## src/sv/stbs_pkg.sv

```systemverilog
// ----------------------------------------------------------------------------
// stbs_pkg
// Shared types and constants for the sorted table binary search core.
// ----------------------------------------------------------------------------
package stbs_pkg;

   localparam int SLOT_W     = 8;
   localparam int VALUE_W    = 32;
   localparam int WIN_W      = SLOT_W + 2;
   localparam int CSR_ADDR_W = 3;
   localparam int CSR_DATA_W = 32;

   localparam logic KIND_LOAD   = 1'b0;
   localparam logic KIND_SEARCH = 1'b1;

   // register index, taken from paddr[2]
   localparam logic REG_RANGE_FIRST = 1'b0;
   localparam logic REG_RANGE_LAST  = 1'b1;

   localparam logic [SLOT_W-1:0] RANGE_FIRST_RESET = 8'd0;
   localparam logic [SLOT_W-1:0] RANGE_LAST_RESET  = 8'd255;

   typedef struct packed {
      logic                      kind;
      logic [SLOT_W-1:0]         entry_index;
      logic signed [VALUE_W-1:0] value;
   } req_type;

   typedef struct packed {
      logic              found;
      logic [SLOT_W-1:0] slot;
   } rsp_type;

   typedef enum logic [1:0] {
      ST_IDLE,
      ST_CHECK,
      ST_PROBE
   } state_type;

   // controller to datapath
   typedef struct packed {
      logic load;    // write the incoming entry into the table
      logic start;   // capture key and search window
      logic issue;   // read the table at the window midpoint
      logic step;    // narrow the window by the last probe
      logic finish;  // load the result register
      logic found;
   } cmd_type;

   // datapath to controller
   typedef struct packed {
      logic empty;       // current window is empty
      logic hit;         // probed entry equals key
      logic single;      // current window is one slot
      logic step_empty;  // narrowed window would be empty
   } sts_type;

endpackage

```

## src/sv/stbs_ctrl.sv

```systemverilog
// ----------------------------------------------------------------------------
// stbs_ctrl
// Search sequencer and result valid flag.
// ----------------------------------------------------------------------------
module stbs_ctrl (
   input  logic                clock,
   input  logic                reset,
   input  logic                req_valid,
   input  logic                req_kind,
   output logic                req_stall,
   output logic                rsp_valid,
   input  logic                rsp_stall,
   output stbs_pkg::cmd_type   cmd,
   input  stbs_pkg::sts_type   sts
);

   stbs_pkg::state_type state_ff, state_in;
   logic                rsp_valid_ff, rsp_valid_in;
   logic                out_free;

   // result register can take a new result this cycle
   assign out_free = ~rsp_valid_ff | ~rsp_stall;

   always_ff @(posedge clock) begin
      if (reset) begin
         state_ff     <= stbs_pkg::ST_IDLE;
         rsp_valid_ff <= 1'b0;
      end else begin
         state_ff     <= state_in;
         rsp_valid_ff <= rsp_valid_in;
      end
   end

   always_comb begin
      state_in = state_ff;
      cmd      = '0;
      unique case (state_ff)
         stbs_pkg::ST_IDLE: begin
            if (req_valid) begin
               if (req_kind == stbs_pkg::KIND_SEARCH) begin
                  cmd.start = 1'b1;
                  state_in  = stbs_pkg::ST_CHECK;
               end else begin
                  cmd.load = 1'b1;
               end
            end
         end
         stbs_pkg::ST_CHECK: begin
            if (sts.empty) begin
               if (out_free) begin
                  cmd.finish = 1'b1;
                  state_in   = stbs_pkg::ST_IDLE;
               end
            end else begin
               cmd.issue = 1'b1;
               state_in  = stbs_pkg::ST_PROBE;
            end
         end
         stbs_pkg::ST_PROBE: begin
            if (sts.hit || sts.single || sts.step_empty) begin
               // hold the probe until the result register frees up
               if (out_free) begin
                  cmd.finish = 1'b1;
                  cmd.found  = sts.hit;
                  state_in   = stbs_pkg::ST_IDLE;
               end
            end else begin
               cmd.step  = 1'b1;
               cmd.issue = 1'b1;
            end
         end
         default: state_in = stbs_pkg::ST_IDLE;
      endcase
   end

   assign rsp_valid_in = cmd.finish | (rsp_valid_ff & rsp_stall);
   assign rsp_valid    = rsp_valid_ff;
   assign req_stall    = (state_ff != stbs_pkg::ST_IDLE);

endmodule

```

## config.mk

```make
export PLATFORM = sky130hd
export DESIGN_NAME = stbs_ctrl
export DESIGN_NICKNAME = d
export VERILOG_FILES = /design/src/sv/stbs_pkg.sv /design/src/sv/stbs_ctrl.sv
export SDC_FILE = /design/constraint.sdc
export NUM_CORES = 1
export LEC_CHECK = 0
export BUFFER_PORTS_ARGS = -buffer_cell sky130_fd_sc_hd__buf_2
export CAP_MARGIN = 40
export CORE_AREA = 2 2 39 41
export CTS_CLUSTER_DIAMETER = 30
export DETAILED_ROUTE_END_ITERATION = 8
export DIE_AREA = 0 0 41 43
export PLACE_DENSITY = 0.47
export SETUP_SLACK_MARGIN = 0.05
export SLEW_MARGIN = 10
export SYNTH_ARGS = -nofsm -noshare
export SYNTH_HDL_FRONTEND = slang
export SYNTH_SLANG_ARGS = --single-unit
```

## constraint.sdc

```tcl
create_clock -name clock -period 1.31 [get_ports clock]
set_clock_uncertainty 0.15 [all_clocks]
set_input_delay 0.131 -clock clock [delete_from_list [all_inputs] [get_ports clock]]
set_output_delay 0.131 -clock clock [all_outputs]
set_load 0.02 [all_outputs]
```

* Yosys cells after proc, flatten, opt, wreduce, memory -nomap -nowiden
Index checks and enable logic that the tools add are counted.
** Word-level totals
- Flip-flop bits (word level) :: 3
- Input port bits :: 9
** Cells by class
- Equality and inequality tests :: 5
- Muxes and demuxes :: 20
- Bitwise logic cells :: 5
- Reductions and logical operators :: 5
** Operators with widths (number)
- $mux 2 :: 10
- $mux 1 :: 7
- $ne 2x2->1 const B :: 3
- $pmux 2 s3 :: 1
- $pmux 1 s2 :: 2
- $reduce_and 3->1 :: 1
- $eq 2x1->1 const B :: 1
- $eq 2x2->1 const B :: 1
- $logic_not 2->1 :: 1
- $logic_or 1x1->1 :: 2
- $not 1->1 :: 2
- $or 1x1->1 :: 2
- $reduce_bool 2->1 :: 1
- $and 1x1->1 :: 1

* Longest topological paths before layout
Gate-level depths: netlist (run 1).
- Word-level depth :: 6
- Gate-level depth with buffers :: 5
- Depth with buffers taken out :: 5

* Worst setup path before layout (run 1)
OpenSTA, ideal clock, no wires.
- Kind :: reg-to-output
- Start point :: register state_ff[0]
- End point :: output cmd[3] (netlist bit)
- Data arrival time :: 1.342 ns
- Required time :: 1.029 ns
- Setup slack :: -0.313 ns
- Cell stages (with the launch flop) :: 5
- Buffers on the path :: 0
- Cell sequence :: dfxtp_1 > inv_1 > ha_1 > nor4b_4 > o21a_1
** RTL lines
- start, declared :: line stbs_ctrl.sv:17 : stbs_pkg::state_type state_ff, state_in;
- start signal, assigned :: line stbs_ctrl.sv:26 : state_ff <= stbs_pkg::ST_IDLE;
- start signal, assigned :: line stbs_ctrl.sv:29 : state_ff <= state_in;
- end, declared :: line stbs_ctrl.sv:13 : output stbs_pkg::cmd_type cmd,

==> results of run 1 <==
==> power groups by stage <==
stage | clock [mW] | combinational [mW] | sequential (mW)
floorplan | 0 | 0.192 | 0.129
global placement | 0 | 0.316 | 0.125
detailed placement | 0 | 0.312 | 0.125
CTS | 0.173 | 0.378 | 0.132
global route | 0.184 | 0.414 | 0.136
finish | 0.170 | 0.379 | 0.134
==> per-layer routing <==
metal	vias to the layer above	wire length, um	track usage [%]
met5	-	0	0
met4	0	0	4.00
met3	0	41	4.71
met2	6	427	16.3
met1	168	348	13.3
li1	183	-	-
==> registers in the layout (all words and copies together), names as in the netlist <==
signal     count
rsp_valid      1
state_ff       2
==> path summary, 6_finish.rpt <==
path,startpoint,end,slack [ps],cells past startpoint
setup reg to reg,state_ff[0],state_ff[0],-180,7
hold reg to reg,rsp_valid,rsp_valid,430,2
hold / removal,reset,rsp_valid,30,2
setup / recovery,state_ff[0],cmd[3],-290,5
==> cell usage after synthesis <==
library cell / instances / share of area (%)
nand2_1: 4 / 5.1
nor2_1: 1 / 1.3
nor4_1: 1 / 2.1
nor2_2: 1 / 2.1
inv_1: 3 / 3.8
and3_1: 2 / 4.2
o21bai_1: 2 / 5.1
o31ai_1: 2 / 5.1
a21boi_0: 1 / 2.5
o21ai_0: 1 / 1.7
o2bb2ai_1: 2 / 5.9
nor2b_1: 1 / 2.1
o21a_1: 1 / 2.5
a21oi_1: 3 / 5.1
nor4b_4: 1 / 8.0
dfxtp_1: 3 / 20
ha_1: 4 / 17
nand2b_1: 3 / 6.3
==> worst reg2reg max path, stage by stage, from the launching register on <==
cell and delay, ps:
dfxtp_2 350, inv_4 80, ha_4 140, nor4b_4 230, buf_4 180, buf_4 100, nor2_2 30, o2bb2ai_1 140
==> cell type report <==
cell class                 instances  area [um2]
clock buffer                       4        26.3
multi-input combinational         30         293
tap                               16        20.0
timing repair buffer              22         143
inverter                           3        16.3
fill                             147         821
sequential                         3        65.1
==> logic make-up (layout without fill, tap and decap cells) <==
family	after synthesis	after routing	share of synthesized area (%)
compound gates	12	12	27.8
flops	3	3	20.3
simple gates	14	14	31.2
buf+inv	3	29	3.80
fa+ha+maj	4	4	16.9
==> through the flow <==
stage                     worst slack [ps]  cells
final                                 -288     78
after global routing                  -370     78
after detailed placement              -147     73
after CTS                             -288     78
after floorplan                       -159     36
after global placement                -210     73
==> timing repair <==
action                                  in CTS  in global routing
endpoints found under the setup margin      10                 10
resized for setup                           16                  1
endpoints found under the hold margin        0                  0
setup buffers                                1                  0
pin swaps                                    2                  0
cloned                                       0                  0
==> impl_results.md, run 1 <==
- Status: finished with violations
- Failing checks: negative setup slack
- Most frequent cells in the layout: 12 x buf_2, 8 x buf_4, 4 x nand2_1
- Worst-path clk slew: 40 ps
- PwrDens: between 1000 and 1500 nW/um2
- Slew headroom: about three quarters
- Largest net degree at the start of global routing: 6
- Final Hold Vio Count: 0
- Antenna-violating nets left: 0
- Number of global-route vias before repair: roughly 340
- CTS Buffer Depth: 2
- Design Power: 683 uW
- Cells after synthesis: 36
- Worst-path fanout max: 5
- Crit path largest cell delay: about 350 ps
- Syn Area/Cell: roughly 8.2 um2
- Crit-path cells: inv_4, ha_4, nor4b_4, o21a_2, buf_6
- Nets: 76
- Most common cell after layout, fill and taps aside: buf_2
- NetSw: ~270 uW
- Placer Congestion: 0.756
- Flops & latches, synth: 3
- Dpl cell area: around 460 um2
- Via density: 4.58
- Data arrival, critical path: ~1300 ps
- Core region area: approximately 1400 um2
- Element type at the critical path start: flop
- IO buf count: 16
- DRT Wirelength: between 800 and 900 um
- Final HPWL DP: between 600 and 700 um
- First-pass GRT wire length: between 1000 and 1500 um
- Area Overhead vs Synth: 89.9%
- Clock share of power: 24.9%
- Row count: 14
- CP top delay family: flip-flops
- Syn Nets: between 40 and 50
- GRT Util Overall: 10.9%
- CP Buf/Inv Count: 2
- Worst Setup End Kind: primary output
- Tcrit/Tclk final: 122%
- Clk root buf: clkbuf_4
- Final Core Density: 40.7%
- Pleak: around 0.25 nW
- CTS H-tree lvls: 1
- Type of the worst setup path: flop to primary output
- Post-DR wirelength/cell: between 10 and 15 um
- DRT Pass-1 Iters: 2
- Global route overflow: 0
- Initial antenna violation count: 0
- Initial drt markers: 6
- Initial core utilization: between 20% and 30%
- Setup ws final: -288 ps
- CP max stage cell: dfxtp_2
- Final Max Tran Viols: 0
- Post-synthesis sequential area ratio: between 20% and 30%
- Hold buffer count at CTS: 0
- Maximum VDD drop: slightly below 0.5 mV
- TritonCTS clock tree: built
- Fmax: roughly 630 MHz
- Netlist cell types: 18
- Post-Syn Area: 297 um2
- YS warnings: 0
- Max_cap viols: 0
- Endpoints failing setup: 10
- Clk_lat worst skew: between 200 and 250 ps
- Layout cells sized above 1: 61.3%
- RSZ-0062 raised after global routing: yes
- Drt drc: 0
- CTS buffer count: 3
- Routed vias: about 360
- Design area: around 560 um2
- Critical Path RT: 1030 ps
- I/O Pins: 17
- Worst Max-Slew Pin Slew: around 390 ps
- Worst hold path type: primary input to flop
- Net Sw Frac: about two fifths
- Die Wd: 41 um
- Fin Hold WS: approximately 27 ps
- Setup TNS: -1810 ps
- Int Power: just over 400 uW
- Ant. Diodes: 0
- Final worst path period need: 1600 ps
- Clock tree sinks: 3
- Die height: roughly 43 um
- Logic pwr share: between 50 and 60%
- Sequential power share: roughly 20%
- Die Area: about 1800 um2
(Power assumes the default switching activity.)
==> inputs of run 2 (changes only) <==
--- a/config.mk
+++ b/config.mk
@@ -12,6 +12,7 @@
 export DETAILED_ROUTE_END_ITERATION = 8
 export DIE_AREA = 0 0 41 43
 export PLACE_DENSITY = 0.47
+export RECOVER_POWER = 25
 export SETUP_SLACK_MARGIN = 0.05
 export SLEW_MARGIN = 10
 export SYNTH_ARGS = -nofsm -noshare
==> run 2 against run 1 <==
Against the previous run: first-iteration DRC count is the same; clock power barely moved; critical endpoint unchanged; register-to-register slack is essentially flat; total power about the same; global-route usage stayed put; the run still ends with negative setup slack left; die area did not move; largest power group unchanged; non-clock buffer count did not move; wire length increased by 0.12%; critical path depth unchanged.
==> impl_results.md, run 2 (synthesis results as in run 1) <==
- Status: finished with violations
- Failing checks: negative setup slack
- Row count: 14 (unchanged)
- Drt drc: 0 (unchanged)
- Net Sw Frac: 40.3% (+0.055 points)
- FF-to-FF setup slack: -180 ps (about the same)
- DRT Pass-1 Iters: 2 (unchanged)
- Most flops, register: state_ff
- Logic pwr share: 55.5% (about the same)
- GRT Util Overall: 10.9% (unchanged)
- Setup ws final: -288 ps (unchanged)
- Ant. Diodes: 0 (unchanged)
- Pleak: 0.244 nW (-1.8%)
- Nets: 76 (unchanged)
- Clock share of power: 24.9% (about the same)
- Worst-path clk slew: 40 ps (about the same)
- Core region area: 1380 um2 (unchanged)
- Hold buffer count at CTS: 0 (unchanged)
- First-pass GRT wire length: 1320 um (unchanged)
- Sequential power share: 19.6% (about the same)
- Initial drt markers: 6 (unchanged)
- Final worst path period need: 1600 ps (unchanged)
- Post-DR wirelength/cell: 10.5 um (+0.12%)
- CTS H-tree lvls: 1 (unchanged)
- Final HPWL DP: 654 um (unchanged)
- NetSw: 275 uW (about the same)
- Placer Congestion: 0.756 (unchanged)
- PwrDens: 1210 nW/um2 (+0.17%)
- CTS buffer count: 3 (unchanged)
- CP startpoint: state_ff[0]
- Max_cap viols: 0 (unchanged)
- FF-to-FF Start: state_ff[0]
- FF-to-FF path depth: 7 (unchanged)
- RSZ-0062 raised after global routing: yes
- Final Hold Vio Count: 0 (unchanged)
- R2r endpoint: state_ff[0]
- CTS Buffer Depth: 2 (unchanged)
- Slew headroom: 74.2% (unchanged)
- Largest net degree at the start of global routing: 6 (unchanged)
- IO buf count: 16 (unchanged)
- Final Core Density: 40.6% (-0.090 points)
- Via density: 4.56 (-0.28%)
- Fmax: 626 MHz (unchanged)
- Maximum VDD drop: 0.495 mV (about the same)
- Number of global-route vias before repair: 341 (unchanged)
- Clk_lat worst skew: 240 ps (about the same)
- Die height: 43 um (unchanged)
- Worst Setup Slack post-DPL: -147 ps (unchanged)
- Routed vias: 356 (-0.28%)
- Initial antenna violation count: 0 (unchanged)
- Max reg flops: 2 (unchanged)
- Most frequent cells in the layout: 11 x buf_2, 8 x buf_4, 4 x nand2_1
- Die Area: 1760 um2 (unchanged)
- Worst Setup End Kind: primary output
- Endpoints failing setup: 10 (unchanged)
- Setup TNS: -1810 ps (+0.120 ps)
- Area Overhead vs Synth: 89.5%
- Final Max Tran Viols: 0 (unchanged)
- Design Power: 682 uW (about the same)
- Clk root buf: clkbuf_4
- Type of the worst setup path: flop to primary output
- Int Power: 408 uW (-0.15%)
- Antenna-violating nets left: 0 (unchanged)
- Dpl cell area: 462 um2 (unchanged)
- DRT Wirelength: 817 um (+0.12%)
- Die Wd: 41 um (unchanged)
- Layout cells sized above 1: 59.7% (-1.6 points)
- Tcrit/Tclk final: 122% (unchanged)
- TritonCTS clock tree: built
- Fillcell total: 146 (-0.68%)
- Clock tree sinks: 3 (unchanged)
- Initial core utilization: 21.4% (unchanged)
- Worst-path fanout max: 5 (unchanged)
- Worst Max-Slew Pin Slew: 386 ps (unchanged)
- Data arrival, critical path: 1320 ps (about the same)
- Design area: 562 um2 (-0.22%)
- Worst Setup EP: cmd[3]
- Global route overflow: 0 (unchanged)
- Most common cell after layout, fill and taps aside: buf_2
- Element type at the critical path start: flop
- Critical Path RT: 1030 ps (about the same)
- Worst hold path type: primary input to flop
- I/O Pins: 17 (unchanged)
[run 2: changes by cell type in the layout (fill, tap and decap cells not counted)]
cell	delta
buf_2	-1
clkbuf_1	+1
[run 2: power by group through the flow]
stage	clock, mW	combinational (mW)	sequential, mW
6_report	0.170	0.379	0.134
5_1_grt	0.184	0.413	0.136
4_1_cts	0.173	0.378	0.132
3_3_place_gp	0	0.316	0.125
3_5_place_dp	0	0.312	0.125
2_1_floorplan	0	0.192	0.129
[run 2: through the flow]
| stage | hold slack, ps | instances |
|---|---|---|
| 6_report | 26.8 | 78 |
| 5_1_grt | 31.6 | 78 |
| 4_1_cts | 14.7 | 78 |
| 3_5_place_dp | 239 | 73 |
| 3_3_place_gp | 244 | 73 |
| 2_1_floorplan | 84.8 | 36 |
[run 2: worst max-delay path: stages (launching register included)]
cell	delay, ps
dfxtp_2	350
inv_4	80
ha_4	140
nor4b_4	230
o21a_2	170
buf_6	110
[run 2: layout make-up]
type                       count  area (um2)  area share, %
clock buffer                   4        26.3           4.68
inverter                       3        16.3           2.90
multi-input combinational     30         293           52.1
timing repair buffer          22         141           25.2
tap                           16        20.0           3.56
sequential                     3        65.1           11.6
[run 2: worst min-delay path by stage]
stage | slack (ps) | start | endpoint | cells past startpoint
global route | 30 | reset | rsp_valid | 2
global placement | 240 | reset | rsp_valid | 2
detailed placement | 240 | reset | rsp_valid | 2
finish | 30 | reset | rsp_valid | 2
floorplan | 80 | reset | rsp_valid | 1
CTS | 10 | reset | rsp_valid | 2
[run 2: layer usage]
layer | vias up | GRT usage (%) | share of wire (%)
li1 | 183 | - | -
met3 | 0 | 4.71 | 5.1
met5 | - | 0 | 0
met2 | 6 | 16.3 | 52
met4 | 0 | 4.00 | 0
met1 | 167 | 13.3 | 43
[run 2: timing repair]
| item | CTS | global route |
|---|---|---|
| gates cloned | 0 | 0 |
| resized for setup | 16 | 1 |
| setup endpoints to repair | 10 | 10 |
| setup buffers | 1 | 0 |
| pin swaps | 2 | 0 |
| hold endpoints to repair | 0 | 0 |
