--- src/sv/stbs_pkg.sv ---
// ----------------------------------------------------------------------------
// stbs_pkg
// Shared types and constants for the sorted table binary search core.
// ----------------------------------------------------------------------------
package stbs_pkg;

   localparam int SLOT_W     = 8;
   localparam int VALUE_W    = 32;
   localparam int WIN_W      = SLOT_W + 2;
   localparam int CSR_ADDR_W = 3;
   localparam int CSR_DATA_W = 32;

   localparam logic KIND_LOAD   = 1'b0;
   localparam logic KIND_SEARCH = 1'b1;

   // register index, taken from paddr[2]
   localparam logic REG_RANGE_FIRST = 1'b0;
   localparam logic REG_RANGE_LAST  = 1'b1;

   localparam logic [SLOT_W-1:0] RANGE_FIRST_RESET = 8'd0;
   localparam logic [SLOT_W-1:0] RANGE_LAST_RESET  = 8'd255;

   typedef struct packed {
      logic                      kind;
      logic [SLOT_W-1:0]         entry_index;
      logic signed [VALUE_W-1:0] value;
   } req_type;

   typedef struct packed {
      logic              found;
      logic [SLOT_W-1:0] slot;
   } rsp_type;

   typedef enum logic [1:0] {
      ST_IDLE,
      ST_CHECK,
      ST_PROBE
   } state_type;

   // controller to datapath
   typedef struct packed {
      logic load;    // write the incoming entry into the table
      logic start;   // capture key and search window
      logic issue;   // read the table at the window midpoint
      logic step;    // narrow the window by the last probe
      logic finish;  // load the result register
      logic found;
   } cmd_type;

   // datapath to controller
   typedef struct packed {
      logic empty;       // current window is empty
      logic hit;         // probed entry equals key
      logic single;      // current window is one slot
      logic step_empty;  // narrowed window would be empty
   } sts_type;

endpackage

--- src/sv/stbs_csr.sv ---
// ----------------------------------------------------------------------------
// stbs_csr
// APB register file holding the search window bounds.
// ----------------------------------------------------------------------------
module stbs_csr (
   input  logic                                clock,
   input  logic                                reset,
   input  logic                                psel,
   input  logic                                penable,
   input  logic                                pwrite,
   input  logic [stbs_pkg::CSR_ADDR_W-1:0]     paddr,
   input  logic [stbs_pkg::CSR_DATA_W-1:0]     pwdata,
   output logic [stbs_pkg::CSR_DATA_W-1:0]     prdata,
   output logic                                pready,
   output logic [stbs_pkg::SLOT_W-1:0]         range_first,
   output logic [stbs_pkg::SLOT_W-1:0]         range_last
);

   logic [stbs_pkg::SLOT_W-1:0] first_ff, first_in;
   logic [stbs_pkg::SLOT_W-1:0] last_ff, last_in;
   logic                        wr_en;

   assign pready = 1'b1;
   assign wr_en  = psel & penable & pwrite;

   always_comb begin
      first_in = first_ff;
      last_in  = last_ff;
      if (wr_en) begin
         unique case (paddr[2])
            stbs_pkg::REG_RANGE_FIRST: first_in = pwdata[stbs_pkg::SLOT_W-1:0];
            stbs_pkg::REG_RANGE_LAST:  last_in  = pwdata[stbs_pkg::SLOT_W-1:0];
            default: ;
         endcase
      end
   end

   always_comb begin
      unique case (paddr[2])
         stbs_pkg::REG_RANGE_FIRST: prdata = stbs_pkg::CSR_DATA_W'(first_ff);
         stbs_pkg::REG_RANGE_LAST:  prdata = stbs_pkg::CSR_DATA_W'(last_ff);
         default:                   prdata = '0;
      endcase
   end

   always_ff @(posedge clock) begin
      if (reset) begin
         first_ff <= stbs_pkg::RANGE_FIRST_RESET;
         last_ff  <= stbs_pkg::RANGE_LAST_RESET;
      end else begin
         first_ff <= first_in;
         last_ff  <= last_in;
      end
   end

   assign range_first = first_ff;
   assign range_last  = last_ff;

endmodule

--- config.mk ---
export PLATFORM = sky130hd
export DESIGN_NAME = stbs_csr
export DESIGN_NICKNAME = d
export VERILOG_FILES = /design/src/sv/stbs_pkg.sv /design/src/sv/stbs_csr.sv
export SDC_FILE = /design/constraint.sdc
export NUM_CORES = 1
export LEC_CHECK = 0
export BUFFER_PORTS_ARGS = -buffer_cell sky130_fd_sc_hd__buf_2
export CORE_UTILIZATION = 37
export DETAILED_ROUTE_END_ITERATION = 8
export GPL_TIMING_DRIVEN = 0
export PLACE_DENSITY = 0.77
export SYNTH_ARGS = -nofsm -noshare
export SYNTH_HDL_FRONTEND = slang
export SYNTH_SLANG_ARGS = --single-unit
--- constraint.sdc ---
create_clock -name clock -period 1.07 [get_ports clock]
set_clock_uncertainty 0.15 [all_clocks]
set_input_delay 0 -clock clock [delete_from_list [all_inputs] [get_ports clock]]
set_output_delay 0 -clock clock [all_outputs]
set_load 0.01 [all_outputs]
Yosys cells after proc, flatten, opt, wreduce, memory -nomap -nowiden --
Cells that the tools add are included.
Word-level totals: register bits after elaboration 16, bits in latches 0, bits in writable memories 0, bits in read-only memories 0, output and inout port bits 49, word-level logic and storage cells 8, memories kept 0
Operators by class: $add $sub $neg 0, multipliers 0, div/mod/pow operators 0, $lt $le $gt $ge 0, equal/unequal tests 0, shifts and indexed selects 0, muxes and demuxes 1, bitwise gates (word level) 3, reductions and logical operators 2
Operator list (number):
- 32-bit case mux with 2 select lines | 1
- 2-bit AND reduction | 2
- 1-bit AND | 2
- 1-bit inverter | 1

Logic depth before layout (Yosys ltp) --
Gate-level depths: netlist (run 1).
depth after elaboration 3, gate-level depth with buffers 4

Least setup slack after synthesis (run 1) --
No wires, ideal clock.
path kind input -> register, from input paddr[2] (netlist name), to register first_ff (netlist bit range_first[0]), library setup time 0.072 ns, data arrival time 0.666 ns, data required time 0.848 ns, path slack 0.183 ns, cell stages on the path 4, path buffers 2, cell sequence buf_6 -> and4b_1 -> buf_6 -> mux2i_1
On the way: word-level cells in the longest chain between the ends 2
RTL lines:
- from (decl) | RTL line stbs_csr.sv:11 | input logic [stbs_pkg::CSR_ADDR_W-1:0] paddr,
- 1-bit inverter (no line)
- 2-bit AND reduction (no line)
- to (signal assigned) | RTL line stbs_csr.sv:48 | first_ff <= stbs_pkg::RANGE_FIRST_RESET;
- to (signal assigned) | RTL line stbs_csr.sv:51 | first_ff <= first_in;
- to (decl) | RTL line stbs_csr.sv:19 | logic [stbs_pkg::SLOT_W-1:0] first_ff, first_in;
No other way between the ends. A chain may end at the register's enable or synchronous reset.

Worst setup path after layout (run 1) --
from register first_ff (netlist bit range_first[3]), to output prdata[3] (netlist name)
On the way: word-level cells in the longest chain between the ends 1
RTL lines:
- 32-bit case mux with 2 select lines | RTL line stbs_csr.sv:39 | unique case (paddr[2])
- to (decl) | RTL line stbs_csr.sv:13 | output logic [stbs_pkg::CSR_DATA_W-1:0] prdata,
No other way between the ends. The select of a mux whose other input is x is not followed.

==> metrics.yaml, run 1 <==
status:
  status: "finished with violations"
  violations: "setup timing"
floorplan:
  dieArea_mm2: 0.00289
  chipWidth_um: 53.8
  start_util: 0.396
  std_cell_rows: 18
  coreArea_mm2: 0.00250
  die_y_um: 53.8
  ios: 89
setup_path:
  cp.required_ns: 0.92
  arrival_ns: 1.01
  end_kind: "output port"
  worst-setup-path-type: "flip-flop to output port"
  cp_slowest_cell: "dfxtp_2"
  worstPathCellList: "mux2_4 -> buf_6"
  r2r-end: "range_last[3]"
  crit_buf_inv: 1
  worst_setup_path_start_kind: "flip-flop"
  path_max_fanout: 2
  max_stage_delay_ns: 0.33
  rrSetupSlack_ns: 0.09
  reg2reg_depth: 4
  cp_top_family: "flip-flops"
  r2r-start: "range_last[3]"
clock_tree:
  path_clk_slew_ns: 0.09
  insertion_delay_ns: 0.28
  cts_buffers: 3
  cts_sinks: 16
  cts_tree: "built"
  htree_levels: 1
  clock-root-buffer: "clkbuf_4"
  cts_buffer_depth: 2
pwr:
  power_frac_clock: 0.277
  p_leak_nw: 0.832
  p_switching_mw: 0.357
  p_per_area_mw_per_mm2: 847
  sequentialPowerShare: 0.440
  netSwitchingFraction: 0.254
  irDropWorstVdd_mv: 0.511
  internal_power_mw: 1.05
  p_total_mw: 1.40
  p_comb_frac: 0.283
grt:
  grt_pass1_wl_um: 3510
  grt_usage: 0.167
  grt_pass1_vias: 848
  antenna_found_initial: 0
  grt_max_degree: 11
  overflow: 0
sta:
  fmax_mhz: 865
  report.final.slew_viol_count: 0
  hold_viol: 0
  fin_ws_ns: -0.0862
  rsz0062_at_grt: "true"
  fin_crit_ns: 1.16
  finalSetupViolations: 9
  timing.final.crit_share: 1.08
placement:
  globalplace.congestion: 0.697
  place_area_mm2: 0.00129
  place_ws_ns: 0.0852
  dp_cells: 196
  io_buffer_count: 36
  place_hpwl_um: 1620
route:
  drtAntennaViolNets: 0
  avgRoutedWirePerCell_um: 11.5
  drt_first_pass_iters: 3
  drt_iter0_markers: 7
  avgViaCountPerCell: 4.12
  via_count: 932
  routed_wl_um: 2600
  route.detailed.drc: 0
synth:
  ys_top_cells_by_area: "dfxtp_1 32%, buf_4 19%, mux2i_1 16%, nand2b_1 10%, mux2_2 9.1%"
  synth.avg_cell_area_um2: 9.26
  netlist_area_um2: 991
  ys_types: 11
  syn_inst: 107
  synth_top_area_share: 0.323
  synth_seq_area_share: 0.323
  ys.warnings.count: 0
  synth_top_area_cell: "dfxtp_1"
  yosys_register_bits: 16
cells_and_area:
  finalNetCount: 237
  finalInstanceArea_mm2: 0.00166
  antenna_cells: 0
  final_cells: 226
  mostFrequentLayoutCells: "40 x buf_4, 27 x buf_2, 25 x conb_1"
  utilization: 0.664
  mostFrequentLayoutCell: "buf_4"
  area_growth_pct: 67.4
  drive_gt1_frac: 0.561
min_path:
  hold_start: "penable"
  holdPathStages: 4
  hold_path.class: "input pin to flip-flop"
  min_to: "range_first[7]"
run:
  cap_viol_max_count: 0
## flip-flops by register name, indices dropped and copies added, names as in the netlist
| signal | cells |
|---|---|
| range_first | 8 |
| range_last | 8 |
## final cells by class
cell class                 count  area [µm²]
buffer                        31         233
clock buffer                   4        36.3
sequential                    16         340
tap                           30        37.5
multi-input combinational     83         551
timing repair buffer          62         462
fill                         201         841
## power groups by stage
stage | sequential (mW) | clock [mW] | combinational (mW)
floorplan | 0.637 | 0 | 0.212
global placement | 0.630 | 0 | 0.290
detailed placement | 0.632 | 0 | 0.296
CTS | 0.617 | 0.400 | 0.372
global route | 0.619 | 0.429 | 0.429
finish | 0.618 | 0.389 | 0.398
## Yosys cell counts, drive strengths merged
cell    count
and4        1
and4b       1
buf        28
clkbuf      3
conb        2
dfxtp      16
mux2        8
mux2i      16
nand2b     16
nor2       16
## cells by family (layout without fill, tap and decap cells)
group,after synthesis,after routing,share of synthesized area
buf+inv,31,97,0.235
simple gates,34,34,0.182
flops,16,16,0.323
mux,24,24,0.253
other cells,2,25,0.00758
## metal layers
metal | global-route usage | vias to the layer above | share of wire
li1 | - | 472 | -
met1 | 0.170 | 425 | 0.40
met2 | 0.346 | 35 | 0.54
met3 | 0.0282 | 0 | 0.059
met4 | 0.0263 | 0 | 0
met5 | 0 | - | 0
## metrics by stage
step	hold WS, ns	setup TNS, ns
after global placement	0.122	0
after global routing	0.136	-0.933
after CTS	0.115	-0.632
after floorplan	0.00470	0
final	0.118	-0.644
after detailed placement	0.133	0
## how the worst max path moves through the flow
stage	startpoint	slack, ns	end	cells past startpoint
2_1_floorplan	paddr[2]	0.18	range_first[0]	4
3_3_place_gp	paddr[2]	0.12	range_first[2]	4
3_5_place_dp	paddr[2]	0.09	range_first[0]	4
4_1_cts	range_last[2]	-0.08	prdata[2]	2
5_1_grt	range_first[3]	-0.12	prdata[3]	2
6_report	range_first[3]	-0.09	prdata[3]	2
## repair_timing
item / 4_1_cts / 5_1_grt
hold buffers: 9 / 0
setup buffers: 16 / 1
cloned: 0 / 0
setup endpoints to repair: 8 / 8
gates resized for setup: 24 / 10
hold endpoints to repair: 16 / 0
## tightest hold or removal path, delay by kind of cell
family	cells	cell delay [ns]
muxes	1	0.08
and+or+nand+nor	1	0.19
buffers and inverters	2	0.24
No activity file was read; power rests on OpenSTA's default activity.
==> inputs of run 2 (changes only) <==
- CORE_ASPECT_RATIO: unset -> 1.4
- SKIP_CTS_REPAIR_TIMING: unset -> 1
==> metrics.yaml, run 2 (synthesis results as in run 1) <==
setup_path:
  cp.required_ns: 0.92
  r2r-start: "range_last[4]"
  cp_top_family: "flip-flops"
  arrival_ns: 1.02
  rrSetupSlack_ns: 0.18
  max_stage_delay_ns: 0.34
  worst-setup-path-type: "flip-flop to output port"
  crit_start: "range_first[7]"
  cp_slowest_cell: "dfxtp_2"
  reg2reg_depth: 3
  path_max_fanout: 3
  worst_setup_path_start_kind: "flip-flop"
  crit_buf_inv: 1
  worstPathCellList: "mux2_4 -> buf_6"
  end_kind: "output port"
  r2r-end: "range_last[4]"
run:
  cap_viol_max_count: 0
route:
  routed_wl_um: 2400
  avgRoutedWirePerCell_um: 11.2
  drt_first_pass_iters: 4
  via_count: 905
  drt_iter0_markers: 4
  route.detailed.drc: 0
  drtAntennaViolNets: 0
  avgViaCountPerCell: 4.21
sta:
  finalSetupViolations: 8
  fmax_mhz: 857
  fin_crit_ns: 1.17
  report.final.slew_viol_count: 0
  timing.final.crit_share: 1.09
  hold_viol: 0
  fin_ws_ns: -0.0970
  rsz0062_at_grt: "true"
cells_and_area:
  mostFrequentLayoutCells: "28 x buf_2, 27 x buf_4, 25 x conb_1"
  area_growth_pct: 54.8
  antenna_cells: 0
  mostFrequentLayoutCell: "buf_2"
  multi_input_area_um2: 547
  fillers: 241
  finalNetCount: 222
  regArea_um2: 340
  utilization: 0.621
  drive_gt1_frac: 0.525
clock_tree:
  cts_sinks: 16
  insertion_delay_ns: 0.28
  cts_buffers: 3
  cts_buffer_depth: 2
  htree_levels: 1
  cts_tree: "built"
  path_clk_slew_ns: 0.09
  clock-root-buffer: "clkbuf_4"
floorplan:
  start_util: 0.401
  coreArea_mm2: 0.00247
  dieArea_mm2: 0.00289
  std_cell_rows: 21
  ios: 89
  chipWidth_um: 45.7
  die_y_um: 63.2
placement:
  globalplace.congestion: 0.749
  place_hpwl_um: 1680
  io_buffer_count: 36
status:
  status: "finished with violations"
  violations: "setup timing"
pwr:
  p_leak_nw: 0.748
  irDropWorstVdd_mv: 0.568
  p_per_area_mw_per_mm2: 901
  p_total_mw: 1.38
grt:
  grt_max_degree: 11
  grt_pass1_vias: 771
  grt_pass1_wl_um: 3260
  overflow: 0
  antenna_found_initial: 0
  grt_usage: 0.151
min_path:
  holdPathStages: 4
  hold_start: "penable"
  min_to: "range_first[4]"
  hold_path.class: "input pin to flip-flop"
==> run 2: cell count changes in the layout (fill, tap and decap cells not counted) <==
cell	delta
buf_4	-13
buf_6	-3
buf_2	+1
mux2_2	+1
mux2_4	-1
==> run 2: cell type report <==
cell class | count | share of cell area
tap | 34 | 0.0277
multi-input combinational | 83 | 0.356
clock buffer | 4 | 0.0237
buffer | 31 | 0.152
timing repair buffer | 47 | 0.219
sequential | 16 | 0.222
==> run 2: worst max-delay path by stage <==
stage	endpoint	slack, ns	cells past startpoint
finish	prdata[7]	-0.1	2
global route	prdata[7]	-0.14	2
CTS	prdata[7]	-0.12	2
detailed placement	range_first[6]	0.07	4
global placement	range_first[4]	0.11	4
floorplan	range_first[0]	0.18	4
==> run 2: report_power, final <==
group / internal [mW] / switching, mW
clock network: 0.207 / 0.182
registers: 0.611 / 0.00984
logic: 0.213 / 0.160
==> run 2: stage by stage <==
| step | TNS [ns] | worst slack, ns | cell area, µm² | hold WS, ns | instances |
|---|---|---|---|---|---|
| after CTS | -0.802 | -0.119 | 1340 | -0.171 | 204 |
| after detailed placement | 0 | 0.0682 | 1300 | 0.137 | 200 |
| final | -0.684 | -0.0970 | 1530 | 0.142 | 215 |
| after floorplan | 0 | 0.183 | 1080 | 0.00470 | 130 |
| after global placement | 0 | 0.114 | 1300 | 0.122 | 200 |
| after global routing | -0.985 | -0.138 | 1530 | 0.142 | 215 |
==> run 2: routing by layer <==
layer  track usage  share of wire
met1         0.180           0.39
met2         0.264           0.56
met3        0.0258          0.050
met4        0.0404              0
met5             0              0
==> run 2: tightest hold or removal path: cells and delay by family <==
family | cells | cell delay (ns)
buffers and inverters | 2 | 0.25
and+or+nand+nor | 1 | 0.20
muxes | 1 | 0.08
==> inputs of run 3 (changes only) <==
--- a/config.mk
+++ b/config.mk
@@ -10,5 +10,4 @@
 export CORE_UTILIZATION = 37
 export DETAILED_ROUTE_END_ITERATION = 8
-export GPL_TIMING_DRIVEN = 0
 export PLACE_DENSITY = 0.77
 export SKIP_CTS_REPAIR_TIMING = 1
==> constraint.sdc (replaced) <==
create_clock -name clock -period 1.07 [get_ports clock]
set_clock_uncertainty 0.15 [all_clocks]
set_input_delay 0.2675 -clock clock [delete_from_list [all_inputs] [get_ports clock]]
set_output_delay 0.2675 -clock clock [all_outputs]
set_load 0.01 [all_outputs]
==> metrics.yaml, run 3 (synthesis results as in run 1) <==
floorplan:
  std_cell_rows: 21
  dieArea_mm2: 0.00289
  coreArea_mm2: 0.00247
  start_util: 0.401
  chipWidth_um: 45.7
  die_y_um: 63.2
  ios: 89
pwr:
  p_total_mw: 1.33
  sequentialPowerShare: 0.465
  p_switching_mw: 0.343
  internal_power_mw: 0.988
  netSwitchingFraction: 0.258
  p_per_area_mw_per_mm2: 868
  power_frac_clock: 0.294
  irDropWorstVdd_mv: 0.822
  p_leak_nw: 0.716
  p_comb_frac: 0.241
min_path:
  hold_start: "pwdata[0]"
  holdPathStages: 3
  hold_path.class: "input pin to flip-flop"
cells_and_area:
  finalInstanceArea_mm2: 0.00153
  area_growth_pct: 54.8
  finalNetCount: 206
  mostFrequentLayoutCell: "buf_6"
  antenna_cells: 0
  drive_gt1_frac: 0.552
  fillers: 239
  mostFrequentLayoutCells: "34 x buf_6, 25 x conb_1"
  final_cells: 199
  utilization: 0.621
placement:
  place_area_mm2: 0.00125
  place_hpwl_um: 1570
  io_buffer_count: 37
  dp_cells: 191
  globalplace.congestion: 0.675
status:
  status: "finished with violations"
  violations: "setup timing"
route:
  route.detailed.drc: 0
  drt_first_pass_iters: 4
  avgRoutedWirePerCell_um: 11.9
  routed_wl_um: 2370
  drt_iter0_markers: 10
  drtAntennaViolNets: 0
  avgViaCountPerCell: 4.29
  via_count: 853
clock_tree:
  insertion_delay_ns: 0.28
  cts_sinks: 16
  cts_buffer_depth: 2
  cts_buffers: 3
  htree_levels: 1
  clock-root-buffer: "clkbuf_4"
  cts_tree: "built"
  path_clk_slew_ns: 0.09
setup_path:
  worst-setup-path-type: "flip-flop to output port"
  r2r-start: "range_last[1]"
  worstPathCellList: "mux2_2 -> buf_6"
  end_kind: "output port"
  arrival_ns: 1.01
  cp_slowest_cell: "dfxtp_2"
  worst_setup_path_start_kind: "flip-flop"
  cp.required_ns: 0.65
  max_stage_delay_ns: 0.34
  path_max_fanout: 2
  crit_start: "range_first[6]"
  reg2reg_depth: 4
sta:
  tns_ns: -5.95
  finalSetupViolations: 24
  hold_viol: 0
  timing.final.crit_share: 1.34
  fin_crit_ns: 1.43
  rsz0062_at_grt: "true"
  fin_ws_ns: -0.360
  fmax_mhz: 699
  report.final.slew_viol_count: 0
grt:
  grt_usage: 0.152
  grt_pass1_vias: 754
  overflow: 0
  grt_pass1_wl_um: 3260
  grt_max_degree: 33
  antenna_found_initial: 0
run:
  cap_viol_max_count: 0
## run 3: cell types whose count changed in the layout (fill, tap and decap cells not counted)
cell / previous run / this run
buf_6: 11 / 34
buf_2: 28 / 12
buf_4: 27 / 15
dlygate4sd3_1: 9 / 0
clkbuf_1: 3 / 0
mux2_2: 2 / 4
mux2_4: 6 / 4
buf_12: 0 / 1
## run 3: routing by layer
layer	share of wire	track usage
met1	0.34	0.172
met2	0.60	0.266
met3	0.051	0.0229
met4	0.011	0.0662
met5	0	0
## run 3: worst paths after layout
kind                     to  slack, ns
max               prdata[6]      -0.36
min          range_first[0]       0.09
max reg2reg   range_last[1]       0.08
min reg2reg  range_first[6]       0.45
## run 3: power by group through the flow
stage	logic [mW]	clock network (mW)	registers, mW
3_5_place_dp	0.253	0	0.629
3_3_place_gp	0.245	0	0.628
2_1_floorplan	0.217	0	0.637
4_1_cts	0.254	0.413	0.615
5_1_grt	0.350	0.432	0.620
6_report	0.321	0.392	0.619
## run 3: critical path: cells and delay by family (launching register included)
| kind | cells | cell delay, ns |
|---|---|---|
| buffers and inverters | 1 | 0.13 |
| multiplexers | 1 | 0.27 |
| flip-flops | 1 | 0.34 |
## run 3: final cells by class
cell class / instances / area (µm²) / share of cell area
Timing Repair Buffer: 62 / 576 / 0.375
Multi-Input combinational cell: 83 / 539 / 0.352
Clock buffer: 4 / 36.3 / 0.0237
Tap cell: 34 / 42.5 / 0.0277
Sequential cell: 16 / 340 / 0.222
## run 3: metrics by stage
stage	hold WS, ns	worst slack [ns]
5_1_grt	0.101	-0.385
2_1_floorplan	0.272	-0.0807
3_3_place_gp	0.384	-0.364
3_5_place_dp	0.402	-0.365
4_1_cts	0.0894	-0.369
6_report	0.0917	-0.360
